### src/rtl/tpe_pkg.sv
`timescale 1ns / 1ps
package tpe_pkg;

   localparam int HashBitsDef  = 8;
   localparam int CacheEntries = 64;
   localparam int SlotWidth    = 6;
   localparam int MaxBytes     = 7;

   localparam logic [31:0] HashMul    = 32'd2654435761;
   localparam logic [31:0] ResetPixel = 32'hFF000000;

   localparam logic [7:0] OpRunS  = 8'h07;
   localparam logic [7:0] OpRunL  = 8'hD7;
   localparam logic [7:0] OpBgra2 = 8'hDF;
   localparam logic [7:0] OpBgra4 = 8'hE7;
   localparam logic [7:0] OpBgra8 = 8'hEF;
   localparam logic [7:0] OpA8    = 8'hF7;
   localparam logic [7:0] OpBgr8  = 8'hFF;

   typedef struct packed {
      logic [31:0] pixel;
      logic        last_pixel;
   } req_item_type;

   typedef struct packed {
      logic [7:0] op_byte;
      logic       last_of_item;
      logic       tile_end;
   } rsp_beat_type;

   typedef struct packed {
      logic [2:0]                        count;
      rsp_beat_type [MaxBytes-1:0]       beat;
   } rsp_burst_type;

   // up to four bytes, first byte in bits 7:0
   typedef struct packed {
      logic [2:0]  count;
      logic [31:0] bytes;
   } op_type;

   // one-hot highest bit of the zigzag code, zero for a zero delta
   function automatic logic [7:0] size_class(input logic [7:0] b);
      logic [7:0] m;
      logic [7:0] r;
      m = {b[6:0], 1'b0} ^ {8{b[7]}};
      r = 8'h01;
      for (int i = 1; i < 8; i++) begin
         if (m[i]) r = 8'(1 << i);
      end
      if (b == 8'h00) r = 8'h00;
      return r;
   endfunction

   function automatic op_type run_op(input logic [8:0] c);
      op_type o;
      logic [8:0] cm;
      cm = c - 9'd1;
      o = '0;
      if (c == 9'd0) begin
         o.count = 3'd0;
      end else if (c <= 9'd26) begin
         o.count = 3'd1;
         o.bytes[7:0] = OpRunS | {cm[4:0], 3'b000};
      end else begin
         o.count = 3'd2;
         o.bytes[7:0]  = OpRunL;
         o.bytes[15:8] = cm[7:0];
      end
      return o;
   endfunction

   function automatic op_type delta_op(input logic [31:0] cur, input logic [31:0] prev);
      op_type o;
      logic [7:0] d0, d1, d2, d3, d01, d21, c1, cls;
      logic [7:0] t0, t1, t2;
      logic [23:0] w;
      d0 = cur[7:0] - prev[7:0];
      d1 = cur[15:8] - prev[15:8];
      d2 = cur[23:16] - prev[23:16];
      d3 = cur[31:24] - prev[31:24];
      d01 = d0 - d1;
      d21 = d2 - d1;
      o = '0;
      if (d3 == 8'h00) begin
         c1 = size_class(d1);
         cls = size_class(d0) | size_class(d2) | c1;
         if (cls < 8'h04) begin
            t0 = d0 + 8'd2;
            t1 = d1 + 8'd2;
            t2 = d2 + 8'd2;
            o.count = 3'd1;
            o.bytes[7:0] = {t2[1:0], t1[1:0], t0[1:0], 2'b01};
         end else if (((c1 >> 6) | (size_class(d01) >> 4) | (size_class(d21) >> 4))
                      == 8'h00) begin
            t1 = d1 + 8'h20;
            t0 = d01 + 8'd8;
            t2 = d21 + 8'd8;
            o.count = 3'd2;
            o.bytes[7:0]  = {t1[5:0], 2'b10};
            o.bytes[15:8] = {t2[3:0], t0[3:0]};
         end else if (cls < 8'h80) begin
            t0 = d0 + 8'h40;
            t1 = d1 + 8'h40;
            t2 = d2 + 8'h40;
            w = {t2[6:0], t1[6:0], t0[6:0], 3'b011};
            o.count = 3'd3;
            o.bytes[23:0] = w;
         end else begin
            o.count = 3'd4;
            o.bytes = {d2, d1, d0, OpBgr8};
         end
      end else if ((d0 | d1 | d2) == 8'h00) begin
         o.count = 3'd2;
         o.bytes[15:0] = {d3, OpA8};
      end else begin
         cls = size_class(d0) | size_class(d1) | size_class(d2) | size_class(d3);
         if (cls < 8'h04) begin
            t0 = d0 + 8'd2;
            t1 = d1 + 8'd2;
            t2 = d2 + 8'd2;
            w[7:0] = d3 + 8'd2;
            o.count = 3'd2;
            o.bytes[15:0] = {w[1:0], t2[1:0], t1[1:0], t0[1:0], OpBgra2};
         end else if (cls < 8'h10) begin
            t0 = d0 + 8'd8;
            t1 = d1 + 8'd8;
            t2 = d2 + 8'd8;
            w[7:0] = d3 + 8'd8;
            o.count = 3'd3;
            o.bytes[23:0] = {w[3:0], t2[3:0], t1[3:0], t0[3:0], OpBgra4};
         end else begin
            o.count = 3'd4;
            o.bytes = {d2, d1, d0, OpBgra8};
            // fifth byte carried separately by the caller
         end
      end
      return o;
   endfunction

endpackage

### src/rtl/tpe_front.sv
`timescale 1ns / 1ps
module tpe_front #(
   parameter int HASH_BITS = tpe_pkg::HashBitsDef
) (
   input  logic                 clock,
   input  logic                 reset,
   input  logic                 req_push,
   output logic                 req_full,
   input  logic [31:0]          req_pixel,
   input  logic                 req_last_pixel,
   output logic                 head_valid,
   output tpe_pkg::req_item_type head_item,
   output logic [HASH_BITS-1:0] head_hash,
   input  logic                 head_pop
);
   import tpe_pkg::*;

   req_item_type         item_ff [2];
   logic [HASH_BITS-1:0] hash_ff [2];
   logic                 wr_ff, wr_in, rd_ff, rd_in;
   logic [1:0]           count_ff, count_in;
   logic [31:0]          prod;
   logic                 accept, take;

   assign req_full   = count_ff == 2'd2;
   assign accept     = req_push && !req_full;
   assign head_valid = count_ff != 2'd0;
   assign take       = head_pop && head_valid;
   assign head_item  = item_ff[rd_ff];
   assign head_hash  = hash_ff[rd_ff];
   assign prod       = req_pixel * HashMul;

   always_comb begin
      wr_in    = wr_ff ^ accept;
      rd_in    = rd_ff ^ take;
      count_in = count_ff + {1'b0, accept} - {1'b0, take};
   end

   always_ff @(posedge clock) begin
      if (accept) begin
         item_ff[wr_ff] <= '{pixel: req_pixel, last_pixel: req_last_pixel};
         hash_ff[wr_ff] <= prod[31 -: HASH_BITS];
      end
   end

   always_ff @(posedge clock) begin
      if (reset) begin
         wr_ff    <= 1'b0;
         rd_ff    <= 1'b0;
         count_ff <= 2'd0;
      end else begin
         wr_ff    <= wr_in;
         rd_ff    <= rd_in;
         count_ff <= count_in;
      end
   end

endmodule

### config.mk
export PLATFORM = sky130hd
export DESIGN_NAME = tpe_front
export DESIGN_NICKNAME = d
export VERILOG_FILES = /design/src/rtl/tpe_pkg.sv /design/src/rtl/tpe_front.sv
export SDC_FILE = /design/constraint.sdc
export NUM_CORES = 1
export LEC_CHECK = 0
export ABC_AREA = 1
export BUFFER_PORTS_ARGS = -buffer_cell sky130_fd_sc_hd__buf_2
export CORE_UTILIZATION = 56
export DETAILED_ROUTE_END_ITERATION = 12
export PLACE_DENSITY = 0.76
export SYNTH_ARGS = -nofsm -noshare
export SYNTH_HDL_FRONTEND = slang
export SYNTH_SLANG_ARGS = --single-unit
### constraint.sdc
create_clock -name clock -period 11.3 [get_ports clock]
set_input_delay 1.695 -clock clock [delete_from_list [all_inputs] [get_ports clock]]
set_output_delay 1.695 -clock clock [all_outputs]
set_load 0.05 [all_outputs]
==> Word-level counts from Yosys, hierarchy flattened <==
Memories as Yosys holds them, arrays and structs flattened. A register that Yosys moved wholly into a read port is not among the register bits.
Cells that the tools add are included.
{ "totals": {"reg_bits": 4, "latchBits": 0, "ramBits": 82, "mem_bits_ro": 0, "inputBits": 37, "out_inout_bits": 43, "n_memories": 2} }
{ "op_classes": {"n_addsub": 2, "n_mul": 1, "n_div": 0, "magnitude_cmp": 0, "eq_ne": 1, "n_shift": 0, "muxes": 4, "bitwise_logic": 2, "n_reduce_logical": 4} }
{ "mem_list": {"columns": ["name", "words", "width", "read_ports", "rd_ports_with_merged_regs", "write_ports", "line_no", "rtl"], "rows": [
  ["item_ff", 2, 33, 1, 1, 1, "tpe_front.sv:18", "req_item_type item_ff [2];"],
  ["hash_ff", 2, 8, 1, 1, 1, "tpe_front.sv:19", "logic [HASH_BITS-1:0] hash_ff [2];"]
]} }
{ "ops": {"columns": ["cell", "n"], "rows": [
  ["multiplier 32 x 32 -> 32 bit, second input constant", 1],
  ["two-way mux 1 bit", 4],
  ["adder 2 x 1 -> 2 bit", 1],
  ["== test 2 bit, second input constant", 1],
  ["logical AND 1 bit", 2],
  ["nonzero test 2 bit", 1],
  ["subtractor 2 x 1 -> 2 bit", 1],
  ["XOR 1 bit", 2],
  ["logical NOT 1 bit", 1]
]} }

==> Longest topological paths before layout <==
{ "logic_depth": {"ltp_word": 5, "ltp_mapped": 31, "mapped_depth_nobuf": 31} }

==> Least setup slack after synthesis <==
No wires, ideal clock.
{ "synth_path": {"kind": "input port to flip-flop", "start": "input req_pixel[13]", "end": "memory hash_ff[0][6] in the netlist's numbering (data pin)", "setup_time_ns": 0.265, "arrival_time_ns": 6.981, "required_time_ns": 11.035, "setup_slack_ns": 4.053, "cell_stages": 22, "n_path_buf": 0, "path_cell_list": "inv_1 -> fa_1 -> fa_1 -> inv_1 -> fa_1 -> fa_1 -> fa_1 -> inv_1 -> fa_1 -> inv_1 -> fa_1 -> inv_1 -> fa_1 -> inv_1 -> ha_1 -> a21oi_1 -> nor2_1 -> a211oi_1 -> o21ai_0 -> a21oi_1 -> o21ai_1 -> xor2_1"} }
{ "synth_between": {"elab_chain_cells": 1} }
{ "synth_lines": {"columns": ["element", "line_no", "rtl"], "rows": [
  ["start, declared", "tpe_front.sv:9", "input logic [31:0] req_pixel,"],
  ["multiplier 32 x 32 -> 32 bit", "tpe_front.sv:31", "assign prod = req_pixel * HashMul;"],
  ["via prod[30]", "tpe_front.sv:22", "logic [31:0] prod;"],
  ["end, declared", "tpe_front.sv:19", null]
]} }
The timed path passes the listed nets, and every way through them passes these cells.

==> Worst setup path after layout <==
{ "layout_path": {"start": "input req_pixel[12]", "end": "memory hash_ff[0][7] in the netlist's numbering (data pin)"} }
The elaborated chain is that of the path after synthesis.

==> summary.md <==
| Metric | Value |
|---|---|
| Die footprint | 22700 sq um |
| First-pass GRT wire length | approximately 48 mm |
| Vias per std cell | just over 5 |
| Multi-input logic area | approximately 8300 sq um |
| Layout cells sized above 1 | 8.59% |
| Clock skew | 6.14 ps |
| Post-CTS Hold Buffers | 0 |
| HP Class | register to register |
| Initial antenna violation count | 0 |
| Max_cap viols | 0 |
| CP bufs+invs | 8 |
| Final antenna-violating net count | 0 |
| FMAX | approximately 130 MHz |
| Measured slew at the worst slew-check pin | 1130 ps |
| Synth area leader | fa_1 |
| # rows | 54 |
| Top cell type's share of synthesized area | 32.9% |
| Most frequent cells in the layout | inv_1 (382), nand2_1 (239), fa_1 (203) |
| Initial Util | 56.8% |
| Maximum fanout along the worst path | 9 |
| Post-synth EDFFs | 82 |
| Cell area after synthesis | 12400 sq um |
| RSZ-0062 raised after global routing | false |
| DRC viols | 0 |
| P&R area growth vs syn | 8.17% |
| Worst EP required | 11390 ps |
| Cell mode on critical path | fa_1 |
| Max clock buf depth | 2 |
| Max Slew Vio Count | 0 |
| Fin crit share | 68.9% |
| Main area contributors after synthesis | fa_1 (33%), edfxtp_1 (20%), ha_1 (19%), inv_1 (12%), nand2_1 (7.3%) |
| Die height | 151 um |
| Post-route minimum period | 7780 ps |
| Most used DFF post-synth | edfxtp_1 |
| Worst setup path class | primary input to register |
| Yosys warning total | 0 |
| Worst hold slack | between 600 and 700 ps |
| Final setup viols | 0 |
| Sequential area share after synthesis | 20.6% |
| I/O pin cnt | 80 |
| Gpl congestion | 0.912 |
| Post-synth net total | 1714 |
| CTS tree | yes |
| Core area | roughly 22000 sq um |
| Synth Instances | between 1000 and 1500 |
| Area after DPL | 13100 sq um |
| Wire length per cell | 18.2 um |
| CTS resizes | 0 |
| Syn Area/Cell | 9.62 sq um |
| Clock buffer count from CTS | 9 |
| CTS Root Cell | clkbuf_16 |
| Clock H-tree levels | 3 |
| Largest stage delay, worst path | 550 ps |
| Vias in the first global route | 8837 |
| Final nets | 1797 |
| Largest net degree at the start of global routing | between 40 and 50 |
| CP Launch Type | primary input |
| Endpoints failing hold | 0 |
| Critical-path top delay cell | fa_1 |
| Clock Latency Late Sink | 330 ps |
| Crit-path leading delay family | adder cells |
| Number of synthesized register bits | 86 |
| Status | complete, no violations |
| Total grt overflow | 0 |
| Post-synth ARST share | 0% |
| # fillers | 1768 |
| Worst Path Arrival | 7870 ps |
| Routed wire length | 30.1 mm |
| Worst relative slew slack | 24.8% |
| CTS sink cnt | 86 |
| Design Area, Final | 13400 sq um |
| Commonest non-fill, non-tap cell in the layout | inv_1 |
| ANT cells | 0 |
| Port buffer count | 79 |
| Global Route Usage Sum | 28.7% |
| Total Neg Setup Slack | 0 ps |
| Die W | ~150 um |
| Sequential cell area | 2540 sq um |
| Critical Path End Type | register |
| DR pass1 iterations | 5 |
| 1st-iter DRT viols | around 480 |
| Synth unique cells | 33 |
| Post-CTS setup buffers | 0 |
| Worst-path clk slew | 60 ps |
| Final HPWL DP | 24.8 mm |
| Via count | 8527 |
## per-stage QoR
step | cells | setup WS [ps] | utilization (%)
3_3_place_gp | 1638 | 3200 | 60.2
5_1_grt | 1653 | 3210 | 61.5
3_5_place_dp | 1638 | 3210 | 60.2
2_1_floorplan | 1286 | 4050 | -
4_1_cts | 1653 | 3570 | 61.5
6_report | 1653 | 3520 | 61.5
## registers in the layout, indices dropped and copies added (netlist names)
register,flops
count_ff,2
hash_ff,16
item_ff,66
rd_ff,1
wr_ff,1
## logic make-up after synthesis
logic type      share of synthesized area [%]
compound gates                           2.65
fa+ha+maj                                51.9
simple gates                             10.7
buf+inv                                  12.2
flops                                    20.6
xor+xnor                                 2.05
## final timing paths
check	startpoint	to	slack, ps	depth (start not counted)
hold / removal	wr_ff	wr_ff	600	3
hold reg to reg	wr_ff	wr_ff	600	3
setup reg to reg	count_ff[1]	item_ff[0][11]	9330	4
setup / recovery	req_pixel[12]	hash_ff[0][7]	3520	25
## layout make-up
class                      count  share of cell area, %
clock buffer                  10                   1.71
multi-input combinational    798                   62.2
tap                          280                   2.62
sequential                    86                   19.0
inverter                     393                   11.0
clock inverter                 5                  0.374
timing repair buffer          81                   3.07
## cells in the mapped netlist (all sizes together), types with 3 or more instances
| cell type | instances |
|---|---|
| nand2 | 247 |
| a21oi | 23 |
| nor3 | 9 |
| edfxtp | 82 |
| xnor2 | 14 |
| clkbuf | 9 |
| fa | 203 |
| inv | 392 |
| nand4 | 6 |
| a31oi | 3 |
| xor2 | 15 |
| dfxtp | 4 |
| o21ai | 14 |
| nor2 | 27 |
| o21bai | 5 |
| ha | 188 |
| a21o | 5 |
| nand3 | 29 |
## tightest hold or removal path, delay by kind of cell (launching register included)
family        cells  cell delay (ps)
flops             1              320
buf+inv           1               60
simple gates      1               40
fa+ha+maj         1              150
## metal layers
layer,global-route usage [%],vias up,wire length [um]
met1,41.2,4171,13400
met4,8.20,0,709
met3,2.76,45,1780
met5,0,-,0
li1,-,4033,-
met2,46.7,278,14300
Power is not shown: default switching activity piles up to over one toggle a cycle in this logic, so the estimate is an artifact.
